**src/hw/rtl/lpr_pkg.sv**
```systemverilog
// Shared types and constants for the line pixel rasterizer.
`timescale 1ns / 1ps

package lpr_pkg;

    localparam int COORD_BITS_DEF = 12;
    localparam int CANVAS_BITS    = 12;
    localparam int PIX_BITS       = 11;
    localparam int PIX_LIMIT      = 2048;
    localparam int CFG_IDX_BITS   = 2;

    localparam logic [CANVAS_BITS-1:0] CANVAS_RESET = 12'd600;

    localparam logic [CFG_IDX_BITS-1:0] CFG_CANVAS_WIDTH  = 2'd0;
    localparam logic [CFG_IDX_BITS-1:0] CFG_CANVAS_HEIGHT = 2'd1;

    localparam logic CMD_START   = 1'b0;
    localparam logic CMD_ADVANCE = 1'b1;

    typedef enum logic [1:0] {
        MODE_VERT  = 2'd0,
        MODE_XSTEP = 2'd1,
        MODE_YSTEP = 2'd2
    } line_mode_t;

    typedef enum logic [2:0] {
        ST_IDLE,
        ST_MUL0,
        ST_MUL1,
        ST_SUM,
        ST_DIV_INIT,
        ST_DIV,
        ST_OUT
    } ctrl_state_t;

    typedef struct packed {
        logic load;
        logic mul0;
        logic mul1;
        logic sum;
        logic div_init;
        logic div_step;
        logic emit;
    } dp_cmd_t;

    typedef struct packed {
        logic no_div;
        logic div_last;
        logic out_free;
    } dp_status_t;

endpackage

```
**src/hw/rtl/lpr_ctrl.sv**
```systemverilog
// Sequencing state machine for the line pixel rasterizer.
`timescale 1ns / 1ps

module lpr_ctrl
    import lpr_pkg::*;
(
    input  logic       clk,
    input  logic       rst_n,
    input  logic       s_tvalid,
    output logic       s_tready,
    input  dp_status_t status,
    output dp_cmd_t    cmd
);

    ctrl_state_t state_reg;
    ctrl_state_t state_next;

    always_ff @(posedge clk or negedge rst_n)
    begin
        if (!rst_n)
        begin
            state_reg <= ST_IDLE;
        end
        else
        begin
            state_reg <= state_next;
        end
    end

    always_comb
    begin
        state_next = state_reg;
        cmd        = '0;
        s_tready   = 1'b0;
        unique case (state_reg)
            ST_IDLE:
            begin
                s_tready = 1'b1;
                if (s_tvalid)
                begin
                    cmd.load   = 1'b1;
                    state_next = ST_MUL0;
                end
            end
            ST_MUL0:
            begin
                cmd.mul0 = 1'b1;
                // Vertical lines and words without a pixel need no quotient.
                state_next = status.no_div ? ST_OUT : ST_MUL1;
            end
            ST_MUL1:
            begin
                cmd.mul1   = 1'b1;
                state_next = ST_SUM;
            end
            ST_SUM:
            begin
                cmd.sum    = 1'b1;
                state_next = ST_DIV_INIT;
            end
            ST_DIV_INIT:
            begin
                cmd.div_init = 1'b1;
                state_next   = ST_DIV;
            end
            ST_DIV:
            begin
                cmd.div_step = 1'b1;
                if (status.div_last)
                begin
                    state_next = ST_OUT;
                end
            end
            ST_OUT:
            begin
                if (status.out_free)
                begin
                    cmd.emit   = 1'b1;
                    state_next = ST_IDLE;
                end
            end
            default:
            begin
                state_next = ST_IDLE;
            end
        endcase
    end

endmodule

```
**src/hw/rtl/lpr_datapath.sv**
```systemverilog
// Line state, multiply, divide and output register of the line pixel rasterizer.
`timescale 1ns / 1ps

module lpr_datapath
    import lpr_pkg::*;
#(
    parameter int COORD_BITS = COORD_BITS_DEF,
    parameter int IN_W       = ((4 * COORD_BITS + 7) / 8) * 8,
    parameter int OUT_W      = ((2 * PIX_BITS + 7) / 8) * 8
)
(
    input  logic                    clk,
    input  logic                    rst_n,
    input  dp_cmd_t                 cmd,
    output dp_status_t              status,
    input  logic [IN_W-1:0]         s_tdata,
    input  logic                    s_tuser,
    output logic                    m_tvalid,
    input  logic                    m_tready,
    output logic [OUT_W-1:0]        m_tdata,
    output logic                    m_tuser,
    output logic                    m_tlast,
    input  logic                    cfg_valid,
    input  logic [CFG_IDX_BITS-1:0] cfg_index,
    input  logic [CANVAS_BITS-1:0]  cfg_data
);

    localparam int CB   = COORD_BITS;
    localparam int DW   = CB + 1;
    localparam int PW   = 2 * DW;
    localparam int NW   = PW + 1;
    localparam int QB   = CB;
    localparam int CNTW = $clog2(QB + 1);
    localparam int CMPW = (CB > CANVAS_BITS) ? CB : CANVAS_BITS;

    // Configuration registers.
    logic [CANVAS_BITS-1:0] canvas_w_reg;
    logic [CANVAS_BITS-1:0] canvas_h_reg;

    always_ff @(posedge clk or negedge rst_n)
    begin
        if (!rst_n)
        begin
            canvas_w_reg <= CANVAS_RESET;
            canvas_h_reg <= CANVAS_RESET;
        end
        else if (cfg_valid)
        begin
            unique case (cfg_index)
                CFG_CANVAS_WIDTH:  canvas_w_reg <= cfg_data;
                CFG_CANVAS_HEIGHT: canvas_h_reg <= cfg_data;
                default:           ;
            endcase
        end
    end

    // Input word fields.
    logic signed [CB-1:0] in_sx, in_sy, in_ex, in_ey;
    assign in_sx = s_tdata[CB-1:0];
    assign in_sy = s_tdata[2*CB-1:CB];
    assign in_ex = s_tdata[3*CB-1:2*CB];
    assign in_ey = s_tdata[4*CB-1:3*CB];

    logic signed [DW-1:0] in_run, in_rise;
    logic        [DW-1:0] in_run_mag, in_rise_mag;
    assign in_run      = DW'(in_ex) - DW'(in_sx);
    assign in_rise     = DW'(in_ey) - DW'(in_sy);
    assign in_run_mag  = in_run[DW-1]  ? DW'(-in_run)  : DW'(in_run);
    assign in_rise_mag = in_rise[DW-1] ? DW'(-in_rise) : DW'(in_rise);

    // Line state.
    logic                 line_active_reg;
    logic signed [CB-1:0] ox_reg, oy_reg, tx_reg, ty_reg, step_reg;
    logic signed [DW-1:0] run_reg, rise_reg;
    line_mode_t           mode_reg;
    logic                 down_reg;
    logic                 skip_reg;

    logic signed [CB-1:0] step_next;
    logic signed [CB-1:0] last_coord;
    logic                 step_done;
    assign step_next  = down_reg ? step_reg - 1'b1 : step_reg + 1'b1;
    assign last_coord = (mode_reg == MODE_XSTEP) ? tx_reg : ty_reg;
    assign step_done  = (step_next == last_coord);

    always_ff @(posedge clk or negedge rst_n)
    begin
        if (!rst_n)
        begin
            line_active_reg <= 1'b0;
            ox_reg          <= '0;
            oy_reg          <= '0;
            tx_reg          <= '0;
            ty_reg          <= '0;
            step_reg        <= '0;
            run_reg         <= '0;
            rise_reg        <= '0;
            mode_reg        <= MODE_VERT;
            down_reg        <= 1'b0;
            skip_reg        <= 1'b0;
        end
        else if (cmd.load)
        begin
            if (s_tuser == CMD_START)
            begin
                ox_reg   <= in_sx;
                oy_reg   <= in_sy;
                tx_reg   <= in_ex;
                ty_reg   <= in_ey;
                run_reg  <= in_run;
                rise_reg <= in_rise;
                if (in_run == '0)
                begin
                    mode_reg        <= MODE_VERT;
                    step_reg        <= in_sy;
                    down_reg        <= (in_sy >= in_ey);
                    // A start on a single point draws nothing.
                    line_active_reg <= (in_rise != '0);
                    skip_reg        <= (in_rise == '0);
                end
                else if (in_rise_mag <= in_run_mag)
                begin
                    mode_reg        <= MODE_XSTEP;
                    step_reg        <= in_sx;
                    down_reg        <= (in_sx > in_ex);
                    line_active_reg <= 1'b1;
                    skip_reg        <= 1'b0;
                end
                else
                begin
                    mode_reg        <= MODE_YSTEP;
                    step_reg        <= in_sy;
                    down_reg        <= (in_sy > in_ey);
                    line_active_reg <= 1'b1;
                    skip_reg        <= 1'b0;
                end
            end
            else
            begin
                skip_reg <= !line_active_reg;
            end
        end
        else if (cmd.emit && !skip_reg)
        begin
            step_reg <= step_next;
            if (step_done)
            begin
                line_active_reg <= 1'b0;
            end
        end
    end

    // Numerator origin*span + slope*(step - origin), built with one multiplier.
    logic signed [DW-1:0] mul_a, mul_b;
    logic signed [PW-1:0] mul_p;
    logic signed [DW-1:0] d_reg;
    logic signed [PW-1:0] acc_reg, prod_reg;
    logic signed [NW-1:0] num_reg;
    logic signed [DW-1:0] divisor;

    assign divisor = (mode_reg == MODE_XSTEP) ? run_reg : rise_reg;

    always_comb
    begin
        if (cmd.mul0)
        begin
            mul_a = (mode_reg == MODE_XSTEP) ? DW'(oy_reg) : DW'(ox_reg);
            mul_b = divisor;
        end
        else
        begin
            mul_a = (mode_reg == MODE_XSTEP) ? rise_reg : run_reg;
            mul_b = d_reg;
        end
    end
    assign mul_p = mul_a * mul_b;

    always_ff @(posedge clk)
    begin
        if (cmd.mul0)
        begin
            acc_reg <= mul_p;
            d_reg   <= (mode_reg == MODE_XSTEP) ? DW'(step_reg) - DW'(ox_reg)
                                                : DW'(step_reg) - DW'(oy_reg);
        end
        if (cmd.mul1)
        begin
            prod_reg <= mul_p;
        end
        if (cmd.sum)
        begin
            num_reg <= NW'(acc_reg) + NW'(prod_reg);
        end
    end

    // Restoring divider on magnitudes, one quotient bit per cycle.
    logic [NW-1:0]   rem_reg;
    logic [NW-1:0]   dsh_reg;
    logic [QB-1:0]   q_reg;
    logic [CNTW-1:0] cnt_reg;
    logic            neg_reg;
    logic [DW-1:0]   div_mag;

    assign div_mag = divisor[DW-1] ? DW'(-divisor) : DW'(divisor);

    always_ff @(posedge clk)
    begin
        if (cmd.div_init)
        begin
            rem_reg <= num_reg[NW-1] ? NW'(-num_reg) : NW'(num_reg);
            dsh_reg <= NW'(div_mag) << (QB - 1);
            neg_reg <= num_reg[NW-1] ^ divisor[DW-1];
            q_reg   <= '0;
            cnt_reg <= CNTW'(QB);
        end
        else if (cmd.div_step)
        begin
            if (rem_reg >= dsh_reg)
            begin
                rem_reg <= rem_reg - dsh_reg;
                q_reg   <= {q_reg[QB-2:0], 1'b1};
            end
            else
            begin
                q_reg <= {q_reg[QB-2:0], 1'b0};
            end
            dsh_reg <= dsh_reg >> 1;
            cnt_reg <= cnt_reg - 1'b1;
        end
    end

    // Pixel selection and canvas check.
    logic signed [DW-1:0] quo;
    logic signed [DW-1:0] px, py;
    logic        [CMPW-1:0] px_c, py_c;
    logic                 pix_ok;

    assign quo = neg_reg ? DW'(-{1'b0, q_reg}) : DW'({1'b0, q_reg});

    always_comb
    begin
        unique case (mode_reg)
            MODE_XSTEP:
            begin
                px = DW'(step_reg);
                py = quo;
            end
            MODE_YSTEP:
            begin
                px = quo;
                py = DW'(step_reg);
            end
            default:
            begin
                px = DW'(ox_reg);
                py = DW'(step_reg);
            end
        endcase
    end

    assign px_c   = CMPW'(px[CB-1:0]);
    assign py_c   = CMPW'(py[CB-1:0]);
    assign pix_ok = !skip_reg && !px[DW-1] && !py[DW-1]
                    && (px_c < CMPW'(canvas_w_reg)) && (py_c < CMPW'(canvas_h_reg))
                    && (px_c < CMPW'(PIX_LIMIT)) && (py_c < CMPW'(PIX_LIMIT));

    // Output register.
    logic                m_tvalid_reg;
    logic [PIX_BITS-1:0] pix_x_reg, pix_y_reg;
    logic                pix_valid_reg;
    logic                done_reg;

    always_ff @(posedge clk or negedge rst_n)
    begin
        if (!rst_n)
        begin
            m_tvalid_reg <= 1'b0;
        end
        else if (cmd.emit)
        begin
            m_tvalid_reg <= 1'b1;
        end
        else if (m_tready)
        begin
            m_tvalid_reg <= 1'b0;
        end
    end

    always_ff @(posedge clk)
    begin
        if (cmd.emit)
        begin
            pix_x_reg     <= pix_ok ? PIX_BITS'(px_c) : '0;
            pix_y_reg     <= pix_ok ? PIX_BITS'(py_c) : '0;
            pix_valid_reg <= pix_ok;
            done_reg      <= skip_reg || step_done;
        end
    end

    assign m_tvalid = m_tvalid_reg;
    assign m_tdata  = OUT_W'({pix_y_reg, pix_x_reg});
    assign m_tuser  = pix_valid_reg;
    assign m_tlast  = done_reg;

    assign status.no_div   = skip_reg || (mode_reg == MODE_VERT);
    assign status.div_last = (cnt_reg == CNTW'(1));
    assign status.out_free = !m_tvalid_reg || m_tready;

endmodule

```
**src/hw/rtl/line_pixel_rasterizer_unit.sv**
```systemverilog
// Top level of the line pixel rasterizer: controller plus datapath.
//
//  Channel  Direction  Payload
//  s_*      in         tuser: command; tdata: start_x, start_y, end_x, end_y
//  m_*      out        tdata: pixel_x, pixel_y; tuser: pixel_valid; tlast: line_done
//  cfg_*    in         cfg_index (0 canvas_width, 1 canvas_height), cfg_data
//
// A word that draws a sloped pixel steps through MUL0, MUL1, SUM, DIV_INIT, DIV and OUT;
// the restoring divider yields one quotient bit per cycle. Vertical lines, advances
// while idle and single-point starts go from MUL0 straight to OUT. Reset clears the
// line state and loads both canvas registers with 600. The next input word is taken
// while a result still waits in the output register; a stalled output holds the
// controller before the second result is written.
`timescale 1ns / 1ps

module line_pixel_rasterizer_unit
    import lpr_pkg::*;
#(
    parameter int COORD_BITS = COORD_BITS_DEF,
    parameter int IN_W       = ((4 * COORD_BITS + 7) / 8) * 8,
    parameter int OUT_W      = ((2 * PIX_BITS + 7) / 8) * 8
)
(
    input  logic                    clk,
    input  logic                    rst_n,
    input  logic                    s_tvalid,
    output logic                    s_tready,
    input  logic [IN_W-1:0]         s_tdata,   // start_x, start_y, end_x, end_y, zero pad
    input  logic                    s_tuser,   // command
    output logic                    m_tvalid,
    input  logic                    m_tready,
    output logic [OUT_W-1:0]        m_tdata,   // pixel_x, pixel_y, zero pad
    output logic                    m_tuser,   // pixel_valid
    output logic                    m_tlast,
    input  logic                    cfg_valid,
    output logic                    cfg_ready,
    input  logic [CFG_IDX_BITS-1:0] cfg_index,
    input  logic [CANVAS_BITS-1:0]  cfg_data
);

    dp_cmd_t    cmd;
    dp_status_t status;

    // Canvas registers are plain flops and take a write in any cycle.
    assign cfg_ready = 1'b1;

    lpr_ctrl u_ctrl (
        .clk      (clk),
        .rst_n    (rst_n),
        .s_tvalid (s_tvalid),
        .s_tready (s_tready),
        .status   (status),
        .cmd      (cmd)
    );

    lpr_datapath #(
        .COORD_BITS (COORD_BITS),
        .IN_W       (IN_W),
        .OUT_W      (OUT_W)
    ) u_datapath (
        .clk       (clk),
        .rst_n     (rst_n),
        .cmd       (cmd),
        .status    (status),
        .s_tdata   (s_tdata),
        .s_tuser   (s_tuser),
        .m_tvalid  (m_tvalid),
        .m_tready  (m_tready),
        .m_tdata   (m_tdata),
        .m_tuser   (m_tuser),
        .m_tlast   (m_tlast),
        .cfg_valid (cfg_valid),
        .cfg_index (cfg_index),
        .cfg_data  (cfg_data)
    );

endmodule
```
**config.mk**
```make
export PLATFORM = sky130hd
export DESIGN_NAME = line_pixel_rasterizer_unit
export DESIGN_NICKNAME = d
export VERILOG_FILES = /design/src/hw/rtl/lpr_pkg.sv /design/src/hw/rtl/lpr_ctrl.sv /design/src/hw/rtl/lpr_datapath.sv /design/src/hw/rtl/line_pixel_rasterizer_unit.sv
export SDC_FILE = /design/constraint.sdc
export NUM_CORES = 1
export LEC_CHECK = 0
export ABC_CLOCK_PERIOD_IN_PS = 15200
export BUFFER_PORTS_ARGS = -buffer_cell sky130_fd_sc_hd__buf_2
export CORE_MARGIN = 2
export CORE_UTILIZATION = 50
export DETAILED_ROUTE_END_ITERATION = 12
export PLACE_DENSITY = 0.71
export SETUP_SLACK_MARGIN = 0.3
export SLEW_MARGIN = 20
export SYNTH_ARGS = -nofsm -noshare
export SYNTH_HDL_FRONTEND = slang
export SYNTH_HIERARCHICAL = 1
export SYNTH_SLANG_ARGS = --single-unit
```
**constraint.sdc**
```tcl
create_clock -name clk -period 15.2 [get_ports clk]
set_input_delay 3.8 -clock clk [delete_from_list [all_inputs] [get_ports clk]]
set_output_delay 3.8 -clock clk [all_outputs]
set_load 0.01 [all_outputs]
```
* Word level (Yosys, flattened, before mapping)
Index checks and enable logic that the tools add are counted.
Widths: inputs -> output; s select.
** Storage, ports and cells
- Flip-flop bits (word level) :: 303
- Input port bits :: 68
- Output and inout port bits :: 29
- Word-level logic and storage cells :: 157
** Cells by class
- $add $sub $neg :: 14
- Multipliers :: 1
- $lt $le $gt $ge :: 9
- Equality and inequality tests :: 15
- Mux-type cells :: 54
- Bitwise gates (word level) :: 2
- Reduce and logical (&&, ||, !) cells :: 33
** Operators by type and width (number)
- $mux 13 :: 11
- $mux 27 :: 4
- $mux 12 :: 7
- $sub 12x12->13 :: 4
- $mux 24 :: 2
- $neg 13->13 :: 3
- $add 26x26->27 :: 1
- $ge 27x24->1 :: 1
- $neg 27->27 :: 1
- $sub 27x24->27 :: 1
- $logic_not 13->1 :: 2
- $mul 13x13->26 :: 1
- $pmux 13 s2 :: 1
- $gt 12x12->1 :: 2
- $lt 12x12->1 :: 2
- $lt 12x12->1 const B :: 2
- $mux 1 :: 22
- $pmux 3 s7 :: 1
- $le 13x13->1 :: 1
- $neg 12->13 :: 1
- $reduce_bool 13->1 :: 1
- $add 12x1->12 const B :: 1
- $eq 12x12->1 :: 1
- $ge 12x12->1 :: 1
- 21 further kinds :: 54

* Depth between registers and ports, before layout
- Depth in word-level cells :: 10
- Depth in mapped cells :: 32

* By module
The synthesis kept the hierarchy.
** By module, submodules not included
- lpr_datapath :: instances 1, cells an instance 2762, area each 25789.7 µm²
- lpr_ctrl :: instances 1, cells an instance 25, area each 255.2 µm²
- line_pixel_rasterizer_unit :: instances 1, cells an instance 2, area each 11.3 µm²

* Worst setup path before layout
OpenSTA, ideal clock, no wires.
- Kind :: flip-flop to flip-flop
- From :: reg u_ctrl.state_reg[1]
- To :: reg u_datapath.acc_reg[23], data pin
- Setup time :: 0.262 ns
- Arrival time :: 9.770 ns
- Required time :: 14.938 ns
- Setup slack :: 5.168 ns
- Stages on the path, launching flop included :: 26
- Buffers on the path :: 4
- Cells stage by stage :: dfrtp_1 -> buf_6 -> nor3b_1 -> clkbuf_1 -> clkbuf_1 -> clkbuf_1 -> nor2_1 -> a21oi_1 -> nand2_1 -> fa_1 -> fa_1 -> inv_1 -> fa_1 -> fa_1 -> fa_1 -> inv_1 -> fa_1 -> inv_1 -> ha_1 -> a2111oi_0 -> a21o_1 -> a211oi_1 -> o31ai_1 -> o21bai_1 -> a21oi_1 -> xnor2_1
** RTL lines
- start, declared :: line lpr_ctrl.sv:15 : ctrl_state_t state_reg;
- start signal, assigned :: line lpr_ctrl.sv:26 : state_reg <= state_next;
- end signal, assigned :: line lpr_datapath.sv:182 : acc_reg <= mul_p;
- end, declared :: line lpr_datapath.sv:157 : logic signed [PW-1:0] acc_reg, prod_reg;

==> out/qor.yml <==
min_path:
  hold_depth: 2
  hold_class: "flip-flop to flip-flop"
route:
  viasPerCell: 5.733
  wl_per_cell_um: 19.06
  drt_iter0_markers: 1566
  dr.pass1.iters: 6
  post-route-drc-count: 0
  route.vias.total: 20400
  routed_wl_mm: 67.84
  antenna_left: 0
clocking:
  cts_sinks: 303
  htreeDepth: 2
  clkTransAtPathRegs_ns: 0.06
  cts_tree: "done"
  postCtsSetupRepairBufs: 0
  cts_resized: 0
  cts_root_buf: "clkbuf_16"
  numCtsBuffers: 38
  ctsHoldBuffers: 0
  clockBufferDepth: 3
  clock_latency_ns: 0.55
placement:
  port_buffers: 93
  dp_hpwl_mm: 53.43
  placed_cells: 3491
  gp_congestion: 0.9520
  place_worst_setup_slack_ns: 6.160
worst_setup_path:
  cp.arrival_ns: 8.91
  r2r_cells: 23
  crit_type: "flip-flop to flip-flop"
  cp.required_ns: 15.49
  cp-end-kind: "flip-flop"
  path_max_fanout: 83
  cp-start-kind: "flip-flop"
timing:
  rsz0062_at_grt: "no"
  tightestPinTransition_ns: 1.118
  setup_violations: 0
  slew_viol_final: 0
  min_period_over_period_pct: 56.71
  skew_ns: 0.01968
  layout_setup_ws_ns: 6.581
  hold_violations: 0
  final.min_clock_period_ns: 8.619
  setup_tns_ns: 0
  max_clock_freq_ghz: 0.1160
  maxSlewHeadroom_pct: 25.50
grt:
  grt_max_degree: 106
  grt_pass1_vias: 20390
  grt_pass1_wl_mm: 108.6
  overflow: 0
  track_usage_pct: 25.52
  antenna_found_initial: 0
yosys:
  synth_area_leader_cell: "edfxtp_1"
  netlist_top_cells_area: "edfxtp_1, fa_1, dfrtp_1, ha_1, nand2_1"
  synthFlopType: "edfxtp_1"
  syn_inst: 2789
  synth.top_cell.area_share_pct: 18.09
  avgSynthCellArea_um2: 9.343
  synth.most_common_cell: "nand2_1"
  yosysSeqAreaShare_pct: 31.64
  synth.top_cells.by_count: "nand2_1, inv_1, ha_1, nor2_1, o21ai_0"
  yosys.cell_types.count: 92
  synth_edf_count: 157
  yosys_warnings: 6
  netlist_area_um2: 26060
  ys_ff_latch: 303
  synthArstFlopShare_pct: 39.27
floorplan:
  die_h_um: 232.3
  die-width_um: 232.3
  die-area_um2: 53950
  core_area_um2: 51410
  boundaryPins: 97
  rows: 83
  initial_utilization_pct: 50.69
cells_and_area:
  antenna_cells: 0
  layout-drive-gt1-share_pct: 8.823
  fin_nets: 3298
  area_delta_synth_final_pct: 8.989
  fin_cells: 3559
status:
  outcome: "finished, final reports clean"
run:
  maxCapViolations: 0
[path summary, 6_finish.rpt]
path / from / end / slack, ns
min in group asynchronous: rst_n / u_datapath/line_active_reg / 3.22
max in group asynchronous: rst_n / u_datapath/rise_reg[10] / 10.85
setup / recovery: u_ctrl/state_reg[0] / u_datapath/prod_reg[23] / 6.58
hold reg to reg: u_datapath/tx_reg[10] / u_datapath/tx_reg[10] / 0.47
setup reg to reg: u_ctrl/state_reg[0] / u_datapath/prod_reg[23] / 6.58
hold / removal: u_datapath/tx_reg[10] / u_datapath/tx_reg[10] / 0.47
[metrics by stage]
step / hold WS (ns) / area, um^2 / utilization, %
2_1_floorplan: 0.4450 / 26060 / -
3_3_place_gp: 0.4590 / 27190 / 52.89
3_5_place_dp: 0.4626 / 27190 / 52.89
4_1_cts: 0.4766 / 28390 / 55.24
5_1_grt: 0.4944 / 28400 / 55.24
6_report: 0.4730 / 28400 / 55.24
[cell type report]
cell class / instances / area (um^2)
Clock buffer: 47 / 1037
Clock inverter: 21 / 168.9
Fill cell: 4536 / 23010
Inverter: 294 / 1106
Multi-Input combinational cell: 2102 / 16380
Sequential cell: 303 / 8243
Tap cell: 680 / 850.8
Timing Repair Buffer: 112 / 614.3
[logic make-up (layout without fill, tap and decap cells)]
group           after synthesis  after routing  share of synthesized area, %
fa+ha+maj                   379            379                         23.04
compound gates              584            584                         14.24
buf+inv                     385            474                         5.686
mux                         117            117                         4.639
xor+xnor                    180            180                         6.079
simple gates                839            839                         14.65
other cells                   2              3                       0.02882
flops                       303            303                         31.64
[cells in the final DEF, fill, tap and decap left out, drive strengths merged, types with 12 or more instances in the layout]
| master | instances |
|---|---|
| inv | 295 |
| clkbuf | 47 |
| nand3 | 34 |
| dfrtp | 111 |
| nor2b | 44 |
| clkinv | 16 |
| ha | 211 |
| mux2i | 87 |
| mux2 | 30 |
| nor4 | 12 |
| fa | 168 |
| nand2b | 26 |
| or3 | 26 |
| o21a | 44 |
| xor2 | 52 |
| or2 | 13 |
| nor3 | 34 |
| a211oi | 16 |
| nor3b | 12 |
| nand2 | 370 |
| o21bai | 17 |
| o31ai | 24 |
| nor2 | 210 |
| xnor2 | 128 |
| o21ai | 201 |
| a21oi | 136 |
| buf | 112 |
| a21o | 43 |
| edfxtp | 157 |
| nand4 | 13 |
| dfxtp | 27 |
| o211ai | 16 |
[per-layer routing]
| metal | wire length (um) | track usage (%) | vias to the layer above |
|---|---|---|---|
| met5 | 0 | 0 | - |
| met4 | 2213 | 8.714 | 0 |
| met3 | 3356 | 2.972 | 141 |
| met2 | 32830 | 43.72 | 602 |
| li1 | - | - | 9672 |
| met1 | 29440 | 33.47 | 9987 |
[critical path, stage by stage (launching register included)]
cell and delay (ns):
dfrtp_1 0.62, nor3b_2 0.25, buf_4 0.37, buf_4 0.69, nor2_1 0.20, a21oi_1 0.80, nand2_1 0.19, fa_1 0.54
fa_1 0.52, inv_1 0.06, fa_1 0.55, fa_1 0.43, fa_1 0.49, inv_1 0.05, fa_1 0.49, inv_1 0.04
ha_1 0.35, a2111oi_0 0.56, a21o_1 0.24, a211oi_1 0.11, o31ai_1 0.40, o21bai_1 0.11, a21oi_1 0.18, xnor2_1 0.10
Power is not shown: default switching activity piles up to over one toggle a cycle in this logic, so the estimate is an artifact.
